===== config.mk =====
export PLATFORM = sky130hd
export DESIGN_NAME = sem_root_cell
export DESIGN_NICKNAME = d
export VERILOG_FILES = /design/src/design/sem_pkg.sv /design/src/design/sem_root_cell.sv
export SDC_FILE = /design/constraint.sdc
export NUM_CORES = 1
export LEC_CHECK = 0
export BUFFER_PORTS_ARGS = -buffer_cell sky130_fd_sc_hd__buf_2
export CAP_MARGIN = 40
export CORE_MARGIN = 5
export CORE_UTILIZATION = 48
export CTS_BUF_LIST = sky130_fd_sc_hd__clkbuf_8
export DETAILED_ROUTE_END_ITERATION = 8
export GPL_TIMING_DRIVEN = 0
export PLACE_DENSITY_LB_ADDON = 0.15
export SKIP_CTS_REPAIR_TIMING = 1
export SLEW_MARGIN = 5
export SYNTH_ARGS = -nofsm -noshare
export SYNTH_HDL_FRONTEND = slang
export SYNTH_SLANG_ARGS = --single-unit

===== constraint.sdc =====
create_clock -name clk -period 0.8 [get_ports clk]
set_input_delay 0.16 -clock clk [delete_from_list [all_inputs] [get_ports clk]]
set_output_delay 0.16 -clock clk [all_outputs]
set_load 0.01 [all_outputs]

===== src/design/sem_pkg.sv =====
// Package: shared types and constants for the Sobel edge magnitude unit.
package sem_pkg;

    localparam int MAX_WIDTH_DEF = 2048;
    localparam int SUM_W         = 10;
    localparam int GRAD_W        = 13;
    localparam int Q_W           = 25;
    localparam int MAX_HEIGHT    = 4096;
    localparam int LEVEL_MAX     = 255;

    localparam logic [0:0] REG_WIDTH  = 1'b0;
    localparam logic [0:0] REG_HEIGHT = 1'b1;

    typedef struct packed {
        logic [7:0] red;
        logic [7:0] green;
        logic [7:0] blue;
    } pixel_t;

    typedef struct packed {
        logic [7:0]  edge_level;
        logic [10:0] center_column;
        logic [11:0] center_row;
        logic        frame_last;
    } result_t;

    // Tag that travels down the square root chain with each item.
    typedef struct packed {
        logic [10:0] center_column;
        logic [11:0] center_row;
        logic        frame_last;
    } tag_t;

endpackage


===== src/design/sem_root_cell.sv =====
// One cell of the rounding square root chain: decides one result bit.
module sem_root_cell #(
    parameter int BIT = 7
) (
    input  logic                      clk,
    input  logic                      rst_n,
    input  logic                      in_valid,
    input  logic [sem_pkg::Q_W+1:0]   in_four_q,
    input  logic [7:0]                in_level,
    input  sem_pkg::tag_t             in_tag,
    output logic                      out_valid,
    output logic [sem_pkg::Q_W+1:0]   out_four_q,
    output logic [7:0]                out_level,
    output sem_pkg::tag_t             out_tag
);
    import sem_pkg::*;

    logic [7:0]      trial;
    logic [8:0]      odd;
    logic [17:0]     odd_sq;
    logic [21:0]     bound;
    logic            valid_reg;
    logic [Q_W+1:0]  four_q_reg;
    logic [7:0]      level_reg, level_next;
    tag_t            tag_reg;

    // Accept trial bit when 9(2n-1)^2 <= 4Q.
    always_comb
    begin
        trial      = in_level | (8'd1 << BIT);
        odd        = {trial, 1'b0} - 9'd1;
        odd_sq     = odd * odd;
        bound      = {odd_sq, 3'b000} + {4'd0, odd_sq};
        level_next = ({{(Q_W-20){1'b0}}, bound} <= in_four_q) ? trial : in_level;
    end

    always_ff @(posedge clk or negedge rst_n)
    begin
        if (!rst_n)
            valid_reg <= 1'b0;
        else
            valid_reg <= in_valid;
    end

    always_ff @(posedge clk)
    begin
        four_q_reg <= in_four_q;
        level_reg  <= level_next;
        tag_reg    <= in_tag;
    end

    assign out_valid  = valid_reg;
    assign out_four_q = four_q_reg;
    assign out_level  = level_reg;
    assign out_tag    = tag_reg;

endmodule

Word level (Yosys, flattened, before mapping). Cells that the tools add are included.

Register bits: 60. Input bits: 62. Output and inout port bits: 60. Word-level logic and storage cells: 11.

Add/sub/neg operators: 2. Multipliers: 1. Magnitude comparators: 1.

Operators with widths (number): less-or-equal comparator 22 x 27 -> 1 bit (1); adder 21 x 18 -> 22 bit (1); multiplier 9 x 9 -> 18 bit (1); subtractor 9 x 1 -> 9 bit, second input constant (1).

Longest topological paths before layout. Gate-level depths: netlist of the first run.

Depth after elaboration: 4. Gate-level depth with buffers: 38. Depth with buffers taken out: 36.

Worst setup path before layout of the first run. Ideal clock, no wire load.

Path type: input to register. Start point: in in_level[0]. End point: reg level_reg[7], in the netlist out_level[7]. Library setup time: 124 ps. Arrival time: 7728 ps. Data required time: 676 ps. Path slack: -7052 ps. Cell stages on the path: 37. Buffers on the path: 2. Cells stage by stage: clkbuf_1 > inv_1 > ha_1 > nand2b_1 > o21a_1 > or2_2 > clkbuf_1 > inv_1 > nor2_1 > fa_1 > inv_1 > fa_1 > inv_1 > fa_1 > inv_1 > fa_1 > inv_1 > ha_1 > a21oi_1 > o211ai_1 > or3b_2 > and3_1 > ha_1 > o21a_1 > o21ai_0 > a31oi_1 > nor2_1 > nor3_1 > a32oi_1 > o221ai_2 > ha_1 > nand4_1 > or2_2 > o21ai_0 > a31oi_1 > a21boi_0 > o21ai_0.

Cells in the longest elaborated chain, start to end: 4.

RTL lines: from (decl) (line sem_root_cell.sv:9) `input logic [7:0] in_level,`; subtractor 9 x 1 -> 9 bit (line sem_root_cell.sv:31) `odd = {trial, 1'b0} - 9'd1;`; multiplier 9 x 9 -> 18 bit (line sem_root_cell.sv:32) `odd_sq = odd * odd;`; adder 21 x 18 -> 22 bit (line sem_root_cell.sv:33) `bound = {odd_sq, 3'b000} + {4'd0, odd_sq};`; less-or-equal comparator 22 x 27 -> 1 bit (line sem_root_cell.sv:34) `level_next = ({{(Q_W-20){1'b0}}, bound} <= in_four_q) ? trial : in_level;`; to (signal assigned) (line sem_root_cell.sv:48) `level_reg <= level_next;`; to (decl) (line sem_root_cell.sv:24) `logic [7:0] level_reg, level_next;`.

No other way between the ends. A chain may end at the register's enable or synchronous reset.

Worst setup path in the final report of the first run.
Start point: in in_level[3]. End point: reg level_reg[7], in the netlist out_level[7].

The elaborated chain is that of the path after synthesis.

==> flow_summary.json, run 1 <==
{
  "criticalPathCategory": "input port to flop",
  "setup_violations": 61,
  "num_vias": 4508,
  "grt_pass1_wl_um": 17200,
  "grt-busiest-layer": "met2",
  "grt_max_degree": 11,
  "ys_seq_area_share_pct": 25.0,
  "slew_viol_final": 0,
  "syn_avg_cell_area_um2": 9.14,
  "fin_nets": 920,
  "worst_path_most_repeated_cell": "inv_2",
  "cts_tree": "yes",
  "gp_congestion": 0.902,
  "final_common_cell": "buf_2",
  "final_cell_count_no_fill": 892,
  "fin_area_um2": 7380,
  "dieArea_um2": 12200,
  "post_route_cells_drive_above_1_share_pct": 38.9,
  "grt_remaining_overflow": 0,
  "root_buffer": "clkbuf_8",
  "period_needed_ns": 7.17,
  "die_h_um": 110,
  "rows": 36,
  "end_kind": "flop",
  "chipWidth_um": 110,
  "violations": "negative hold slack, negative setup slack",
  "path_buf_inv": 7,
  "ys_async_sr_fraction_pct": 1.67,
  "wirelength_um": 14000,
  "yosys.area_share.simple_pct": 13.6,
  "yosys.area_share.adder_pct": 32.6,
  "numCtsBuffers": 9,
  "antenna_left": 0,
  "grt_use_met1_pct": 21.8,
  "start_kind": "input port",
  "placed_cells": 783,
  "crit_arrival_ns": 7.39,
  "layout_common_cells": "97 x buf_2, 90 x inv_1, 57 x ha_1, 56 x dlygate4sd3_1, 40 x dfxtp_1",
  "ys_warn_count": 0,
  "crit_family": "adder cells",
  "synth_area_um2": 4830,
  "drtIter0Drc": 174,
  "syn2layout_area_growth_pct": 52.8,
  "n_antenna_cell": 0,
  "finalHoldViolCount": 1,
  "fmax_mhz": 139,
  "place.port_buffers": 121,
  "max_stage_delay_ns": 0.56,
  "hold-worst-slack_ns": -0.0565,
  "fin_ws_ns": -6.37,
  "firstDrtPassIters": 4,
  "h-tree-depth": 3,
  "rsz0062_at_grt": "yes",
  "synth-compound-area-share_pct": 14.4,
  "start_util_pct": 49.4,
  "num-fill-cells": 632,
  "synthMuxAreaShare_pct": 0.207,
  "avgViaCountPerCell": 5.05,
  "grt_pass1_vias": 3966,
  "routedWlPerCell_um": 15.7,
  "hold_class": "input port to flop",
  "crit_required_ns": 1.02,
  "drcViolationCount": 0,
  "fin_crit_sh_pct": 896,
  "core-area_um2": 9770,
  "met3_usage_pct": 3.49,
  "crit_fanout": 5,
  "track_usage_pct": 17.8,
  "grt_antenna_before_repair": 0,
  "status": "finished, violations left",
  "clock-sinks": 60,
  "slowest_stage": "fa_2",
  "synth_edf_count": 0,
  "synth_flop_cell": "dfxtp_1",
  "synth_cells": 528,
  "clock_path_buffers": 2,
  "yosys.area_share.xor_xnor_pct": 5.24,
  "synth_top_family_by_area": "adder cells",
  "path_clk_slew_ns": 0.06,
  "timing.max_cap.violations": 0,
  "placed_area_um2": 5850,
  "synthDistinctLibCells": 63,
  "grtUsageMet2_pct": 31.1,
  "ys_ff_latch": 60,
  "pin_count": 122,
  "place_hpwl_um": 9060
}
sequential cells by signal, summed over array words and instances (netlist names):
name,flops
out_valid,1
out_tag,24
out_level,8
out_four_q,27
final timing paths:
path,start,endpoint,slack (ns),cells past startpoint
worst max-delay path,in_level[3],out_level[7],-6.37,35
worst min-delay path,in_level[3],out_level[3],-0.06,1
max in group asynchronous,rst_n,out_valid,0.56,2
min in group asynchronous,rst_n,out_valid,0.16,2
cell families after synthesis:
group                    after synthesis
buffers and inverters                112
XOR/XNOR                              28
other                                  1
multiplexers                           1
AND/OR/NAND/NOR                      126
flip-flops                            60
AO/OA/AOI/OAI                         96
adder cells (fa/ha/maj)              104
per-layer routing:
metal	wire length, µm	part of all wire [%]	vias up
li1	-	-	2201
met1	5440	39	2151
met4	362	2.6	0
met2	7350	53	124
met3	834	6.0	32
met5	0	0	-
final cells by class:
class | instances | area (µm²) | area share [%]
multi-input combinational | 357 | 3680 | 49.9
buffer | 5 | 55.1 | 0.746
tap | 133 | 166 | 2.26
timing repair buffer | 217 | 1630 | 22.1
clock inverter | 7 | 60.1 | 0.814
inverter | 104 | 429 | 5.82
sequential | 60 | 1230 | 16.7
clock buffer | 9 | 124 | 1.68
cells in the mapped netlist (3+ instances only):
| cell type | count | share of area (%) |
|---|---|---|
| or2_2 | 8 | 1.0 |
| a21oi_1 | 18 | 1.9 |
| nor3_1 | 9 | 0.93 |
| o221ai_1 | 4 | 0.73 |
| a21o_1 | 16 | 2.5 |
| o211ai_1 | 4 | 0.62 |
| xnor2_1 | 17 | 3.1 |
| o21ai_0 | 14 | 1.5 |
| nand2b_1 | 3 | 0.39 |
| and2_1 | 4 | 0.52 |
| o21a_1 | 10 | 1.6 |
| ha_1 | 68 | 18 |
| fa_1 | 36 | 15 |
| dfxtp_1 | 59 | 24 |
| nor4_1 | 3 | 0.39 |
| a31oi_1 | 5 | 0.65 |
| nand4_1 | 7 | 0.91 |
| nand3_1 | 7 | 0.73 |
| clkbuf_1 | 6 | 0.47 |
| nand2_1 | 21 | 1.6 |
| inv_1 | 104 | 8.1 |
| xor2_1 | 10 | 1.8 |
| a211o_1 | 3 | 0.54 |
| nor2_1 | 44 | 3.4 |
stage by stage:
step / TNS, ns / util [%] / hold slack (ns) / worst slack, ns
2_1_floorplan: -6.17 / - / -0.136 / -6.17
3_3_place_gp: -7.04 / 59.9 / -0.0661 / -7.04
3_5_place_dp: -7.18 / 59.9 / -0.0631 / -7.18
4_1_cts: -15.52 / 61.8 / -0.434 / -6.85
5_1_grt: -16.19 / 75.5 / -0.0673 / -6.62
6_report: -14.42 / 75.5 / -0.0565 / -6.37
Power of run 1 is not shown: default switching activity piles up to over one toggle a cycle in this logic, so the estimate is an artifact.
==> run 2: changes to the inputs <==
--- a/config.mk
+++ b/config.mk
@@ -7,8 +7,10 @@
 export LEC_CHECK = 0
 export BUFFER_PORTS_ARGS = -buffer_cell sky130_fd_sc_hd__buf_2
 export CAP_MARGIN = 40
+export CELL_PAD_IN_SITES_DETAIL_PLACEMENT = 2
+export CELL_PAD_IN_SITES_GLOBAL_PLACEMENT = 2
 export CORE_MARGIN = 5
-export CORE_UTILIZATION = 48
+export CORE_UTILIZATION = 36
 export CTS_BUF_LIST = sky130_fd_sc_hd__clkbuf_8
 export DETAILED_ROUTE_END_ITERATION = 8
 export GPL_TIMING_DRIVEN = 0
==> run 2 against run 1 <==
Effect of this change:
- the flow now stops in global routing
- synthesized area unchanged
- synthesized cell count unchanged
==> flow_summary.json, run 2 <==
{
  "ys_ff_latch": 60,
  "numCtsBuffers": 9,
  "yosysTopAreaCell": "dfxtp_1",
  "synth_area_um2": 4830,
  "grt_max_degree": 11,
  "synth_most_common_cell": "inv_1",
  "postGrtWorstEndpoint": "out_level[7]$_SDFF_PP1_/D",
  "clock_path_buffers": 2,
  "grt_antenna_before_repair": 0,
  "synth_edf_count": 0,
  "gp_congestion": 0.837,
  "synthTopCellsByCount": "104 x inv_1, 68 x ha_1, 59 x dfxtp_1",
  "rows": 42,
  "synth-compound-area-share_pct": 14.4,
  "die_h_um": 126,
  "clock-sinks": 60,
  "yosys.area_share.simple_pct": 13.6,
  "haltStage": "global routing",
  "start_util_pct": 36.6,
  "stop_error": "[ERROR DPL-0033] detailed placement checks failed during check placement.",
  "root_buffer": "clkbuf_8",
  "synthDistinctLibCells": 63,
  "ys_seq_area_share_pct": 25.0,
  "synthTopCellsByArea": "dfxtp_1 24%, ha_1 18%, fa_1 15%",
  "syn_avg_cell_area_um2": 9.14,
  "yosys.area_share.xor_xnor_pct": 5.24,
  "status": "did not finish",
  "synth_cells": 528,
  "chipWidth_um": 126,
  "synth_top_area_share_pct": 24.5,
  "place.port_buffers": 121,
  "synth_top_family_by_area": "adder cells",
  "worstEpCategory": "sequential cell input",
  "ys_warn_count": 0,
  "ys_async_sr_fraction_pct": 1.67,
  "pin_count": 122,
  "synthMuxAreaShare_pct": 0.207,
  "place_hpwl_um": 12500,
  "h-tree-depth": 3,
  "yosys.area_share.adder_pct": 32.6,
  "synth_flop_cell": "dfxtp_1",
  "placed_area_um2": 5910
}
-- run 2: stage by stage --
stage	setup slack [ns]	util (%)	cells	TNS, ns	hold slack [ns]
floorplan	-6.17	-	529	-6.17	-0.136
detailed placement	-7.57	44.8	826	-7.57	-0.0634
global placement	-7.22	44.8	826	-7.22	-0.0649
CTS	-7.29	46.2	842	-16.50	-0.428
-- run 2: cell families after synthesis --
group	Yosys count
AND/OR/NAND/NOR	126
buffers and inverters	112
adder cells (fa/ha/maj)	104
AO/OA/AOI/OAI	96
flip-flops	60
XOR/XNOR	28
other	1
multiplexers	1
==> run 3: changes to the inputs <==
--- a/config.mk
+++ b/config.mk
@@ -7,11 +7,8 @@
 export LEC_CHECK = 0
 export BUFFER_PORTS_ARGS = -buffer_cell sky130_fd_sc_hd__buf_2
 export CAP_MARGIN = 40
-export CELL_PAD_IN_SITES_DETAIL_PLACEMENT = 2
-export CELL_PAD_IN_SITES_GLOBAL_PLACEMENT = 2
 export CORE_MARGIN = 5
-export CORE_UTILIZATION = 36
-export CTS_BUF_LIST = sky130_fd_sc_hd__clkbuf_8
+export CORE_UTILIZATION = 33
 export DETAILED_ROUTE_END_ITERATION = 8
 export GPL_TIMING_DRIVEN = 0
 export PLACE_DENSITY_LB_ADDON = 0.15
==> run 3 against run 2 <==
Effect of this change:
- the flow now finishes, with violations (negative setup slack)
==> flow_summary.json, run 3 (synthesized netlist as in run 1, its figures left out) <==
{
  "status": "finished, violations left",
  "violations": "negative setup slack",
  "chipWidth_um": 131,
  "rows": 44,
  "drtIter0Drc": 173,
  "timing.max_cap.violations": 0,
  "hold_class": "input port to flop",
  "h-tree-depth": 3,
  "track_usage_pct": 13.1,
  "gp_congestion": 0.853,
  "place.port_buffers": 121,
  "syn2layout_area_growth_pct": 54.7,
  "worst_path_most_repeated_cell": "fa_1",
  "finalHoldViolCount": 0,
  "crit_family": "adder cells",
  "start_util_pct": 33.5,
  "die_h_um": 131,
  "placed_area_um2": 5920,
  "fin_ws_ns": -6.15,
  "fin_crit_sh_pct": 869,
  "post_route_cells_drive_above_1_share_pct": 37.7,
  "wirelength_um": 12300,
  "place_hpwl_um": 9510,
  "layout_common_cells": "107 x buf_2, 90 x inv_1, 55 x ha_1, 53 x dlygate4sd3_1, 45 x dfxtp_1",
  "path_clk_slew_ns": 0.05,
  "grt_max_degree": 11,
  "start_kind": "input port",
  "worstHoldStart": "in_level[0]",
  "n_antenna_cell": 0,
  "num_vias": 4397,
  "fin_nets": 916,
  "grt_pass1_vias": 4023,
  "path_buf_inv": 6,
  "crit_required_ns": 1.00,
  "setup_violations": 61,
  "slew_viol_final": 0,
  "criticalPathCategory": "input port to flop",
  "drcViolationCount": 0,
  "crit_fanout": 6,
  "core-area_um2": 14400,
  "firstDrtPassIters": 5,
  "clock-sinks": 60,
  "dieArea_um2": 17100,
  "max_stage_delay_ns": 0.54,
  "fin_area_um2": 7470,
  "pin_count": 122,
  "grt_pass1_wl_um": 18200,
  "routedWlPerCell_um": 13.0,
  "cts_tree": "yes",
  "end_kind": "flop",
  "numCtsBuffers": 9,
  "clock_path_buffers": 2,
  "root_buffer": "clkbuf_16",
  "fmax_mhz": 144,
  "whs_endpoint": "out_level[0]",
  "largest_reg_flops": 27,
  "slowest_stage": "fa_1",
  "final_common_cell": "buf_2",
  "rsz0062_at_grt": "yes",
  "hold_path_depth": 1,
  "antenna_left": 0,
  "grt_antenna_before_repair": 0,
  "crit_arrival_ns": 7.15,
  "period_needed_ns": 6.95,
  "grt_remaining_overflow": 0,
  "avgViaCountPerCell": 4.68
}
==> run 3: stage by stage <==
step | cells | hold WS (ns) | TNS, ns | worst slack (ns) | utilization, %
after floorplan | 529 | -0.136 | -6.17 | -6.17 | -
after detailed placement | 834 | -0.0619 | -7.20 | -7.20 | 41.0
after global routing | 939 | 0.00945 | -14.24 | -6.42 | 51.8
after CTS | 850 | -0.414 | -14.17 | -6.88 | 42.9
final | 939 | 0.00791 | -12.20 | -6.15 | 51.8
after global placement | 834 | -0.0638 | -7.14 | -7.14 | 41.0
==> run 3: cell type report <==
cell class | count | area [µm²]
buffer | 4 | 43.8
inverter | 104 | 410
multi-input combinational | 357 | 3720
fill | 1301 | 6960
clock buffer | 12 | 246
sequential | 60 | 1220
tap | 184 | 230
clock inverter | 4 | 25.0
timing repair buffer | 214 | 1570
==> run 3: metal layers <==
layer	part of all wire [%]	GRT usage (%)	vias up	wire length [µm]
li1	-	-	2192	-
met1	42	16.1	2075	5200
met2	49	23.3	116	6030
met3	6.8	2.07	14	828
met4	1.6	4.30	0	195
met5	0	0	-	0
==> run 3: how the worst max path moves through the flow <==
| stage | cells past startpoint | end | slack (ns) | start |
|---|---|---|---|---|
| finish | 34 | out_level[7] | -6.15 | in_level[2] |
| global route | 38 | out_level[7] | -6.42 | in_level[0] |
| CTS | 36 | out_level[7] | -6.88 | in_level[0] |
| detailed placement | 36 | out_level[7] | -7.20 | in_level[0] |
| global placement | 35 | out_level[7] | -7.14 | in_level[0] |
| floorplan | 37 | out_level[7] | -6.17 | in_level[0] |
Power of run 3 is left out for the same reason.
